[src/hdl/lea_pkg.sv]
package lea_pkg;

  localparam int unsigned NOW_W      = 48;
  localparam int unsigned PCT_W      = 7;
  localparam int unsigned SHARE_W    = 9;
  localparam int unsigned GAP_W      = 16;
  localparam int unsigned MCAND_W    = 16;
  localparam int unsigned PROD_W     = 32;
  localparam int unsigned ENERGY_W   = 63;
  localparam int unsigned MS_W       = 42;
  localparam int unsigned SEC_W      = 32;
  localparam int unsigned QUOT_W     = 33;
  localparam int unsigned REM_W      = 10;
  localparam int unsigned MS_PER_SEC = 1000;
  localparam int unsigned CNT_W      = 6;
  localparam int unsigned CFG_IDX_W  = 1;
  localparam int unsigned CFG_DATA_W = 63;
  localparam int unsigned IN_W       = 80;
  localparam int unsigned OUT_W      = 192;

  localparam logic [PCT_W-1:0] FULL_PCT  = 7'd100;
  localparam logic [GAP_W-1:0] GAP_RESET = 16'd5000;

  typedef logic [CFG_IDX_W-1:0] cfg_idx_t;
  localparam cfg_idx_t REG_INIT_ENERGY = 1'd0;
  localparam cfg_idx_t REG_MAX_GAP     = 1'd1;

  // load starts a new operand, step advances one bit
  typedef struct packed {
    logic load;
    logic step;
  } lea_ctl_t;

endpackage

[src/hdl/lea_div_serial.sv]
module lea_div_serial
  import lea_pkg::*;
(
  input  logic             clk_i,
  input  logic             rst_ni,
  input  lea_ctl_t         ctl_i,
  input  logic [MS_W-1:0]  dividend_i,
  output logic [SEC_W-1:0] quot_o
);

  logic [MS_W-1:0]   dvd_q;
  logic [REM_W-1:0]  rem_q;
  logic [QUOT_W-1:0] quot_q;
  logic [REM_W:0]    rem_sh;
  logic              ge;
  logic [REM_W:0]    rem_nx;

  // restoring divide by one second, one dividend bit per step
  always_comb begin
    rem_sh = {rem_q, dvd_q[MS_W-1]};
    ge     = rem_sh >= (REM_W+1)'(MS_PER_SEC);
    rem_nx = ge ? rem_sh - (REM_W+1)'(MS_PER_SEC) : rem_sh;
  end

  always_ff @(posedge clk_i or negedge rst_ni) begin
    if (!rst_ni) begin
      dvd_q  <= '0;
      rem_q  <= '0;
      quot_q <= '0;
    end else if (ctl_i.load) begin
      dvd_q  <= dividend_i;
      rem_q  <= '0;
      quot_q <= '0;
    end else if (ctl_i.step) begin
      dvd_q  <= {dvd_q[MS_W-2:0], 1'b0};
      rem_q  <= rem_nx[REM_W-1:0];
      quot_q <= {quot_q[QUOT_W-2:0], ge};
    end
  end

  assign quot_o = (|quot_q[QUOT_W-1:SEC_W]) ? '1 : quot_q[SEC_W-1:0];

endmodule

[src/hdl/lea_mul_serial.sv]
module lea_mul_serial
  import lea_pkg::*;
(
  input  logic               clk_i,
  input  logic               rst_ni,
  input  lea_ctl_t           ctl_i,
  input  logic [MCAND_W-1:0] mcand_i,
  input  logic [GAP_W-1:0]   mplier_i,
  output logic [PROD_W-1:0]  prod_o
);

  logic [PROD_W-1:0] mcand_q;
  logic [GAP_W-1:0]  mplier_q;
  logic [PROD_W-1:0] prod_q;

  // shift-add, one multiplier bit per step
  always_ff @(posedge clk_i or negedge rst_ni) begin
    if (!rst_ni) begin
      mcand_q  <= '0;
      mplier_q <= '0;
      prod_q   <= '0;
    end else if (ctl_i.load) begin
      mcand_q  <= PROD_W'(mcand_i);
      mplier_q <= mplier_i;
      prod_q   <= '0;
    end else if (ctl_i.step) begin
      if (mplier_q[0]) begin
        prod_q <= prod_q + mcand_q;
      end
      mcand_q  <= {mcand_q[PROD_W-2:0], 1'b0};
      mplier_q <= {1'b0, mplier_q[GAP_W-1:1]};
    end
  end

  assign prod_o = prod_q;

endmodule

[src/hdl/led_energy_accumulator.sv]
// result: a sample runs through S_DIFF, S_GAP, S_TIME, S_RUN, S_ACC and S_OUT, then is registered
// samples are worked one at a time, paced by the 42-step bit-serial divide by 1000
// a new sample is taken while the previous result still waits on the output
// config writes are taken only between samples and hold off the input that cycle
// reset: asynchronous active low; clears totals, counters, reference time,
// max gap back to 5000 ms and initial energy to 0
module led_energy_accumulator
  import lea_pkg::*;
#(
  parameter int unsigned TIME_BITS = 48
) (
  input  logic                  clk_i,
  input  logic                  rst_ni,
  // now_ms[47:0], light_on[48], bright_pct[55:49], red_en[56],
  // red_share_pct[63:57], blue_en[64], blue_share_pct[71:65],
  // far_red_en[72], far_red_share_pct[79:73]
  input  logic [IN_W-1:0]       s_axis_tdata,
  input  logic                  s_axis_tvalid,
  output logic                  s_axis_tready,
  // accepted[0], total_energy[63:1], session_energy[126:64],
  // on_time_sec[158:127], full_bright_sec[190:159], zero pad[191]
  output logic [OUT_W-1:0]      m_axis_tdata,
  output logic                  m_axis_tvalid,
  input  logic                  m_axis_tready,
  input  logic                  cfg_valid_i,
  output logic                  cfg_ready_o,
  input  logic [CFG_IDX_W-1:0]  cfg_index_i,
  input  logic [CFG_DATA_W-1:0] cfg_data_i
);

  localparam int unsigned TW = (TIME_BITS < NOW_W) ? TIME_BITS : NOW_W;

  typedef enum logic [2:0] {
    S_IDLE,
    S_DIFF,
    S_GAP,
    S_TIME,
    S_RUN,
    S_ACC,
    S_OUT
  } state_e;

  state_e               state_q;
  logic [TW-1:0]        now_q;
  logic                 on_q;
  logic [PCT_W-1:0]     bright_q;
  logic [SHARE_W-1:0]   share_q;
  logic [MCAND_W-1:0]   mcand_q;
  logic [TW-1:0]        last_q;
  logic                 started_q;
  logic [TW:0]          diff_q;
  logic [GAP_W-1:0]     gap_q;
  logic [GAP_W-1:0]     max_gap_q;
  logic                 credit_q;
  logic                 add_e_q;
  logic                 add_f_q;
  logic [ENERGY_W-1:0]  total_q;
  logic [ENERGY_W-1:0]  session_q;
  logic [MS_W-1:0]      on_ms_q;
  logic [MS_W-1:0]      full_ms_q;
  logic [CNT_W-1:0]     cnt_q;
  logic                 m_tvalid_q;
  logic                 out_acc_q;
  logic [ENERGY_W-1:0]  out_total_q;
  logic [ENERGY_W-1:0]  out_session_q;
  logic [SEC_W-1:0]     out_on_sec_q;
  logic [SEC_W-1:0]     out_full_sec_q;

  logic [SHARE_W-1:0]   share_d;
  logic                 credit;
  logic                 gap_big;
  logic [MS_W:0]        on_sum;
  logic [MS_W:0]        full_sum;
  logic [MS_W-1:0]      on_ms_d;
  logic [MS_W-1:0]      full_ms_d;
  logic [ENERGY_W:0]    total_sum;
  logic [ENERGY_W:0]    session_sum;
  logic [PROD_W-1:0]    prod;
  logic [SEC_W-1:0]     on_sec;
  logic [SEC_W-1:0]     full_sec;
  lea_ctl_t             unit_ctl;

  always_comb begin
    share_d = '0;
    if (s_axis_tdata[56]) share_d = share_d + SHARE_W'(s_axis_tdata[63:57]);
    if (s_axis_tdata[64]) share_d = share_d + SHARE_W'(s_axis_tdata[71:65]);
    if (s_axis_tdata[72]) share_d = share_d + SHARE_W'(s_axis_tdata[79:73]);
  end

  always_comb begin
    credit  = started_q && !diff_q[TW] && (|diff_q[TW-1:0]);
    gap_big = (|diff_q[TW-1:GAP_W]) || (diff_q[GAP_W-1:0] > max_gap_q);

    on_sum    = {1'b0, on_ms_q} + (MS_W+1)'(gap_q);
    full_sum  = {1'b0, full_ms_q} + (MS_W+1)'(gap_q);
    on_ms_d   = on_ms_q;
    full_ms_d = full_ms_q;
    if (add_e_q) on_ms_d = on_sum[MS_W] ? '1 : on_sum[MS_W-1:0];
    if (add_f_q) full_ms_d = full_sum[MS_W] ? '1 : full_sum[MS_W-1:0];

    total_sum   = {1'b0, total_q} + (ENERGY_W+1)'(prod);
    session_sum = {1'b0, session_q} + (ENERGY_W+1)'(prod);

    unit_ctl.load = (state_q == S_TIME);
    unit_ctl.step = (state_q == S_RUN);
  end

  lea_mul_serial u_mul (
    .clk_i    (clk_i),
    .rst_ni   (rst_ni),
    .ctl_i    (unit_ctl),
    .mcand_i  (mcand_q),
    .mplier_i (gap_q),
    .prod_o   (prod)
  );

  lea_div_serial u_div_on (
    .clk_i      (clk_i),
    .rst_ni     (rst_ni),
    .ctl_i      (unit_ctl),
    .dividend_i (on_ms_d),
    .quot_o     (on_sec)
  );

  lea_div_serial u_div_full (
    .clk_i      (clk_i),
    .rst_ni     (rst_ni),
    .ctl_i      (unit_ctl),
    .dividend_i (full_ms_d),
    .quot_o     (full_sec)
  );

  always_ff @(posedge clk_i or negedge rst_ni) begin
    if (!rst_ni) begin
      state_q        <= S_IDLE;
      now_q          <= '0;
      on_q           <= 1'b0;
      bright_q       <= '0;
      share_q        <= '0;
      mcand_q        <= '0;
      last_q         <= '0;
      started_q      <= 1'b0;
      diff_q         <= '0;
      gap_q          <= '0;
      max_gap_q      <= GAP_RESET;
      credit_q       <= 1'b0;
      add_e_q        <= 1'b0;
      add_f_q        <= 1'b0;
      total_q        <= '0;
      session_q      <= '0;
      on_ms_q        <= '0;
      full_ms_q      <= '0;
      cnt_q          <= '0;
      m_tvalid_q     <= 1'b0;
      out_acc_q      <= 1'b0;
      out_total_q    <= '0;
      out_session_q  <= '0;
      out_on_sec_q   <= '0;
      out_full_sec_q <= '0;
    end else begin
      if (m_tvalid_q && m_axis_tready && (state_q != S_OUT)) begin
        m_tvalid_q <= 1'b0;
      end

      case (state_q)
        S_IDLE: begin
          if (s_axis_tvalid && s_axis_tready) begin
            now_q    <= s_axis_tdata[TW-1:0];
            on_q     <= s_axis_tdata[48];
            bright_q <= s_axis_tdata[55:49];
            share_q  <= share_d;
            state_q  <= S_DIFF;
          end
        end
        S_DIFF: begin
          diff_q  <= {1'b0, now_q} - {1'b0, last_q};
          mcand_q <= MCAND_W'(bright_q) * MCAND_W'(share_q);
          state_q <= S_GAP;
        end
        S_GAP: begin
          gap_q    <= gap_big ? max_gap_q : diff_q[GAP_W-1:0];
          credit_q <= credit;
          add_e_q  <= credit && on_q && (bright_q != '0);
          add_f_q  <= credit && on_q && (bright_q == FULL_PCT);
          if (!started_q || credit) begin
            last_q <= now_q;
          end
          started_q <= 1'b1;
          state_q   <= S_TIME;
        end
        S_TIME: begin
          on_ms_q   <= on_ms_d;
          full_ms_q <= full_ms_d;
          cnt_q     <= '0;
          state_q   <= S_RUN;
        end
        S_RUN: begin
          cnt_q <= cnt_q + 1'b1;
          if (cnt_q == CNT_W'(MS_W - 1)) begin
            state_q <= S_ACC;
          end
        end
        S_ACC: begin
          if (add_e_q) begin
            total_q   <= total_sum[ENERGY_W] ? '1 : total_sum[ENERGY_W-1:0];
            session_q <= session_sum[ENERGY_W] ? '1 : session_sum[ENERGY_W-1:0];
          end
          state_q <= S_OUT;
        end
        S_OUT: begin
          if (!m_tvalid_q || m_axis_tready) begin
            m_tvalid_q     <= 1'b1;
            out_acc_q      <= credit_q;
            out_total_q    <= total_q;
            out_session_q  <= session_q;
            out_on_sec_q   <= on_sec;
            out_full_sec_q <= full_sec;
            state_q        <= S_IDLE;
          end
        end
        default: state_q <= S_IDLE;
      endcase

      if (cfg_valid_i && cfg_ready_o) begin
        case (cfg_index_i)
          REG_INIT_ENERGY: total_q   <= cfg_data_i;
          REG_MAX_GAP:     max_gap_q <= cfg_data_i[GAP_W-1:0];
          default: ;
        endcase
      end
    end
  end

  assign s_axis_tready = (state_q == S_IDLE) && !cfg_valid_i;
  assign cfg_ready_o   = (state_q == S_IDLE);
  assign m_axis_tvalid = m_tvalid_q;
  assign m_axis_tdata  = {1'b0, out_full_sec_q, out_on_sec_q, out_session_q,
                          out_total_q, out_acc_q};

  a_one_in_flight: assert property (@(posedge clk_i) disable iff (!rst_ni)
    (s_axis_tvalid && s_axis_tready) |=> !s_axis_tready)
    else $error("second sample taken while one is in work");

  a_result_from_out: assert property (@(posedge clk_i) disable iff (!rst_ni)
    $rose(m_axis_tvalid) |-> $past(state_q == S_OUT))
    else $error("result raised outside the output state");

  a_step_bound: assert property (@(posedge clk_i) disable iff (!rst_ni)
    cnt_q <= CNT_W'(MS_W))
    else $error("bit step counter past the dividend width");

  a_credit_started: assert property (@(posedge clk_i) disable iff (!rst_ni)
    (m_tvalid_q && out_acc_q) |-> started_q)
    else $error("sample credited before a reference time");

endmodule
[config.mk]
export PLATFORM = sky130hd
export DESIGN_NAME = led_energy_accumulator
export DESIGN_NICKNAME = d
export VERILOG_FILES = /design/src/hdl/lea_pkg.sv /design/src/hdl/lea_div_serial.sv /design/src/hdl/lea_mul_serial.sv /design/src/hdl/led_energy_accumulator.sv
export SDC_FILE = /design/constraint.sdc
export NUM_CORES = 2
export LEC_CHECK = 0
export ABC_AREA = 1
export BUFFER_PORTS_ARGS = -buffer_cell sky130_fd_sc_hd__buf_4
export CAP_MARGIN = 10
export CORE_ASPECT_RATIO = 1.2
export CORE_MARGIN = 1.5
export CORE_UTILIZATION = 65
export DETAILED_ROUTE_END_ITERATION = 8
export PLACE_DENSITY = 0.86
export RECOVER_POWER = 100
export SYNTH_ARGS = -nofsm -noshare
export SYNTH_HDL_FRONTEND = slang
export SYNTH_SLANG_ARGS = --single-unit
[constraint.sdc]
create_clock -name clk_i -period 14 [get_ports clk_i]
set_clock_uncertainty 0.2 [all_clocks]
set_input_delay 2.1 -clock clk_i [delete_from_list [all_inputs] [get_ports clk_i]]
set_output_delay 2.1 -clock clk_i [all_outputs]
set_load 0.05 [all_outputs]
* Yosys cells after proc, flatten, opt, wreduce, memory -nomap -nowiden
Cells that the tools add are included.
Storage, ports and cells: register bits after elaboration 875, input bits 149, output and inout port bits 195, logic and storage cells 136
Cells by class: $add $sub $neg 11, multipliers 1, $lt $le $gt $ge 3, eq/ne operators 12, mux-type cells 45, reductions and logical operators 30
Operators with widths (number):
- 63-bit 2-to-1 mux | 6
- 42-bit 2-to-1 mux | 8
- 32-bit 2-to-1 mux | 7
- 33-bit 2-to-1 mux | 4
- 63-bit by 32-bit adder with 64-bit output | 2
- 42-bit by 16-bit adder with 43-bit output | 2
- 10-bit 2-to-1 mux | 6
- 48-bit by 48-bit subtractor with 49-bit output | 1
- 16-bit 2-to-1 mux | 3
- 48-bit OR reduction | 1
- 32-bit adder | 1
- 32-bit OR reduction | 1
- 11-bit by 10-bit >= comparator with 1-bit output, second input constant | 2
- 3-bit case mux with 7 select lines | 1
- 10-bit subtractor, second input constant | 2
- 9-bit by 7-bit adder with 9-bit output | 2
- 9-bit 2-to-1 mux | 2
- 16-bit greater-than comparator | 1
- 7-bit by 9-bit multiplier with 16-bit output | 1
- 6-bit case mux with 2 select lines | 1
- 2-bit AND reduction | 6
- 1-bit logical AND | 10
- 3-bit == test, second input constant | 3
- 3-bit 2-to-1 mux | 3
- 16 further kinds | 26

* Depth between registers and ports, before layout
depth after elaboration 6, gate-level depth with buffers 22, depth with buffers taken out 22

* Modules after synthesis
Synthesis repeated with hierarchy kept, for this count alone.
Unflattened totals: cells, all modules 7630, area, all modules 55833.5 µm²
By module, submodules not included:
- led_energy_accumulator | instances 1, cells each 5967, area each 42482.0 µm², seq. area each 15646.3 µm²
- lea_div_serial | instances 2, cells each 413, area each 3880.0 µm², seq. area each 2127.0 µm²
- lea_mul_serial | instances 1, cells each 837, area each 5591.6 µm², seq. area each 2001.9 µm²

* Worst setup path after synthesis
OpenSTA, ideal clock, no wires.
path kind input -> output, start point input port cfg_valid_i, end point output port s_axis_tready, arrival time 2.754 ns, data required time 11.700 ns, slack 8.946 ns, cell stages on the path 1, path buffers 0, path through nor2_1
On the way: cells in the longest elaborated chain, start to end 2
RTL lines:
- start: declaration | line led_energy_accumulator.sv:25 | input logic cfg_valid_i,
- 1-bit zero test | line led_energy_accumulator.sv:234 | assign s_axis_tready = (state_q == S_IDLE) && !cfg_valid_i;
- 1-bit logical AND | line led_energy_accumulator.sv:234
- end: declaration | line led_energy_accumulator.sv:19 | output logic s_axis_tready,
No other way between the ends.

* Worst setup path after layout
start point register state_q[0], end point register session_q[55]
On the way: cells in the longest elaborated chain, start to end 2
RTL lines:
- start: declaration | line led_energy_accumulator.sv:43 | state_e state_q;
- start signal: assignment | line led_energy_accumulator.sv:135 | state_q <= S_IDLE;
- start signal: assignment | line led_energy_accumulator.sv:172 | state_q <= S_DIFF;
- start signal: assignment | line led_energy_accumulator.sv:178 | state_q <= S_GAP;
- 3-bit == test | line led_energy_accumulator.sv:165 | case (state_q)
- 2-bit AND reduction (no source line)
- end signal: assignment | line led_energy_accumulator.sv:206 | session_q <= session_sum[ENERGY_W] ? '1 : session_sum[ENERGY_W-1:0];
- end: declaration | line led_energy_accumulator.sv:58 | logic [ENERGY_W-1:0] session_q;
No other way between the ends. A chain may end at the register's enable or synchronous reset.

==> results_dict.tcl <==
set metrics [dict create \
    post_cts_buffers 0 \
    drcViolationCount 0 \
    multiInputGateArea_mm2 0.0266 \
    period_minus_slack_ns 8.99 \
    yosysMostFrequentCell "nand2_1" \
    synth_top_family_by_area "simple AND/OR/NAND/NOR gates" \
    drt_iter0_drc 5090 \
    power_switching_mw 2.21 \
    cts_sinks 875 \
    hold_class "reg -> reg" \
    min_to "mcand_q[3]$_DFFE_PN0N_" \
    cp-end-kind "register" \
    place.gp.congestion 1.01 \
    synth_top_area_share_pct 40.9 \
    syn_area_mm2 0.0533 \
    timing_hold_violations_final 0 \
    worst_hold_startpoint "mcand_q[3]$_DFFE_PN0N_" \
    path_max_fanout 75 \
    tightest_slew_ns 5.50 \
    post_drt_wl_per_cell_um 18.6 \
    cts_resized 0 \
    grt.total_usage_pct 37.7 \
    crit_slowest_cell "clkbuf_1" \
    use_met2_pct 63.8 \
    start_util_pct 65.9 \
    swShare_pct 32.6 \
    fp-row-count 114 \
    cts-root-buf "clkbuf_16" \
    clock_power_share_pct 37.8 \
    synth-compound-area-share_pct 14.6 \
    grt_first_pass_wirelength_mm 253 \
    setup_tns_ns 0 \
    grt_max_degree 169 \
    synth_edf_count 0 \
    slowest_delay_ns 2.38 \
    nFillCells 6673 \
    path_clk_slew_ns 0.06 \
    numCtsBuffers 89 \
    synth_area_leaders "dfrtp_1 (41%), nand2_1 (14%), inv_1 (6.5%), o21ai_0 (6.3%), ha_1 (5.7%)" \
    slew_headroom_pct -266 \
    avgSynthCellArea_um2 7.35 \
    whs_path_depth 2 \
    worstSetupPathType "reg -> reg" \
    synth_cell_types 66 \
    violations "max-capacitance violations, max-slew violations" \
    die_y_um 317 \
    async_flop_share_pct 100 \
    io_pins 344 \
    period_share_pct 64.2 \
    chipWidth_um 264 \
    dr.pass1.iters 6 \
    power_frac_comb_pct 21.2 \
    rr_endpoint "session_q[55]$_DFFE_PN0P_" \
    met1_usage_pct 46.9 \
    ant_nets 0 \
    antennaDiodeCount 0 \
    regArea_mm2 0.0219 \
    grt_use_met3_pct 5.43 \
    slew_viol_final 1383 \
    synth-simple-area-share_pct 26.5 \
    cts_tree "built" \
    reg2reg_depth 10 \
    yosys_warnings 0 \
    wl_mm 159 \
    place_hpwl_mm 116 \
    synthTopCellsByCount "nand2_1 (1995), inv_1 (917), dfrtp_1 (870), o21ai_0 (671), nor2_1 (633)" \
    drv_cap 23 \
    cts_htree_levels 3 \
    synth_xor_area_share_pct 1.74 \
    yosysSeqAreaShare_pct 41.1 \
    cts_hold_repair.buffers 0 \
    final_layout_size_suffix_gt1_share_pct 5.51 \
    cp.arrival_ns 9.36 \
    synth_top_area_cell "dfrtp_1" \
    insertion_delay_ns 0.69 \
    dieArea_mm2 0.0837 \
    power.density_mw_per_mm2 116 \
    p_seq_share_pct 41.0 \
    required_ns 14.36 \
    ys_ff_latch 875 \
    synth.area.mux_share_pct 0 \
    synth_fp_nets 7681 \
    area_growth_syn_to_layout_pct 9.93 \
    via_count 50600 \
    cp_cell_sequence "inv_1 -> nor2_1 -> inv_1 -> nor2_1 -> inv_2 -> nor2_4 -> clkbuf_1 -> clkbuf_1 -> nand4_2 -> nand3_1" \
    synth_flop_cell "dfrtp_1" \
    internal_power_mw 4.57 \
    post-route-util_pct 72.4 \
    synth_fa_ha_area_share_pct 7.28 \
    portBuffers 342 \
    globalRouteOverflowTotal 0 \
    r2r_setup_slack_ns 5.01 \
    timing.rr.start "state_q[0]$_DFFE_PN0P_" \
    grt_busiest_layer "met2" \
    status "finished, violations left" \
    synthCells 7247 \
    rsz0062_at_grt "false" \
    startpoint_type "register" \
    grt_antenna_before_repair 0 \
    viasPerCell 5.90 \
    clk_path_buf_depth 3 \
    leakagePower_nw 29.7 \
    fmax_mhz 111 \
    final_nets 7891 \
    peakVddDrop_mv 0.0962 \
    core_area_mm2 0.0809 \
    setup_viol 0 \
    grt_pass1_vias 48500 \
]
[routing by layer]
metal / vias to the layer above / part of all wire [%] / wire [um]
li1: 24000 / - / -
met4: 0 / 6.0 / 9500
met2: 2111 / 48 / 75800
met1: 23900 / 40 / 63500
met3: 498 / 6.7 / 10700
met5: - / 0 / 0
[registers in the layout (all words and copies together) (netlist names), 10 cells and up]
register           cells
mcand_q               16
session_q             63
last_q                48
full_ms_q             42
u_mul.prod_o          32
u_div_full.dvd_q      42
on_ms_q               42
u_div_on.rem_q        10
u_div_on.quot_q       33
u_div_on.dvd_q        42
out_full_sec_q        32
total_q               63
u_mul.mcand_q         32
out_session_q         63
gap_q                 16
u_div_full.quot_q     33
max_gap_q             16
out_total_q           63
u_div_full.rem_q      10
u_mul.mplier_q        16
out_on_sec_q          32
now_q                 48
diff_q                49
[cells by family (layout without fill, tap and decap cells)]
kind of cell               Yosys count  after routing
xor gates and xnor gates           106            106
DFF                                875            875
adders and majority gates          285            285
other                                1              1
and+or+nand+nor                   3369           3369
AOI/OAI and AO/OA                 1418           1418
buffers and inverters             1193           1477
[layout make-up]
cell class                 count  area share, %
timing repair buffer         373           3.53
tap                         1044           2.23
clock buffer                 128           4.38
sequential                   875           37.4
clock inverter                37           1.01
multi-input combinational   5179           45.4
inverter                     939           6.03
[critical path, delay by kind of cell (launching register included)]
family        cells  cell delay [ns]
buf+inv           5             5.01
simple gates      5             3.15
flops             1             0.41
[power groups by stage]
stage	Combinational, mW	Clock [mW]	Sequential [mW]
after floorplan	0.938	0	2.84
after global placement	1.38	0	2.81
after detailed placement	1.42	0	2.82
after CTS	1.43	2.58	2.77
after global routing	1.59	2.68	2.79
final	1.43	2.56	2.78
[cells in the final DEF, fill, tap and decap left out, types with 16 or more instances in the layout]
| cell type | n |
|---|---|
| dfrtp_1 | 870 |
| o22ai_1 | 95 |
| xnor2_1 | 41 |
| o21bai_1 | 23 |
| nand3b_1 | 25 |
| nand3_1 | 382 |
| ha_1 | 243 |
| fa_1 | 42 |
| o21ai_0 | 721 |
| a21oi_1 | 379 |
| clkbuf_16 | 90 |
| buf_4 | 157 |
| a31oi_1 | 85 |
| clkbuf_8 | 17 |
| or2_2 | 17 |
| nand4_1 | 107 |
| o211ai_1 | 26 |
| nor3_1 | 89 |
| xor2_1 | 65 |
| nand2_1 | 1998 |
| clkbuf_1 | 231 |
| nor4_1 | 47 |
| nor2_1 | 642 |
| inv_1 | 923 |
| nor2_2 | 16 |
[per-stage QoR]
| stage | setup slack [ns] | cell area, um2 | instances | hold WS [ns] | total power [mW] |
|---|---|---|---|---|---|
| floorplan | 8.95 | 53300 | 7247 | 0.237 | 3.78 |
| global placement | 8.99 | 56300 | 8409 | 0.251 | 4.19 |
| detailed placement | 8.91 | 56300 | 8409 | 0.258 | 4.23 |
| CTS | 9.19 | 59500 | 8574 | 0.277 | 6.78 |
| global route | 4.54 | 58600 | 8575 | 0.293 | 7.06 |
| finish | 5.01 | 58600 | 8575 | 0.273 | 6.77 |
[how the worst max path moves through the flow]
stage | from | to | slack, ns | cells past startpoint
CTS | cfg_valid_i | s_axis_tready | 9.19 | 3
global route | state_q[0]$_DFFE_PN0P_ | session_q[55]$_DFFE_PN0P_ | 4.54 | 10
global placement | s_axis_tdata[56] | share_q[7]$_DFFE_PN0P_ | 8.99 | 23
floorplan | cfg_valid_i | s_axis_tready | 8.95 | 1
detailed placement | s_axis_tdata[56] | share_q[7]$_DFFE_PN0P_ | 8.91 | 23
finish | state_q[0]$_DFFE_PN0P_ | session_q[55]$_DFFE_PN0P_ | 5.01 | 10
Note: power is estimated with default switching activity, not from simulation.
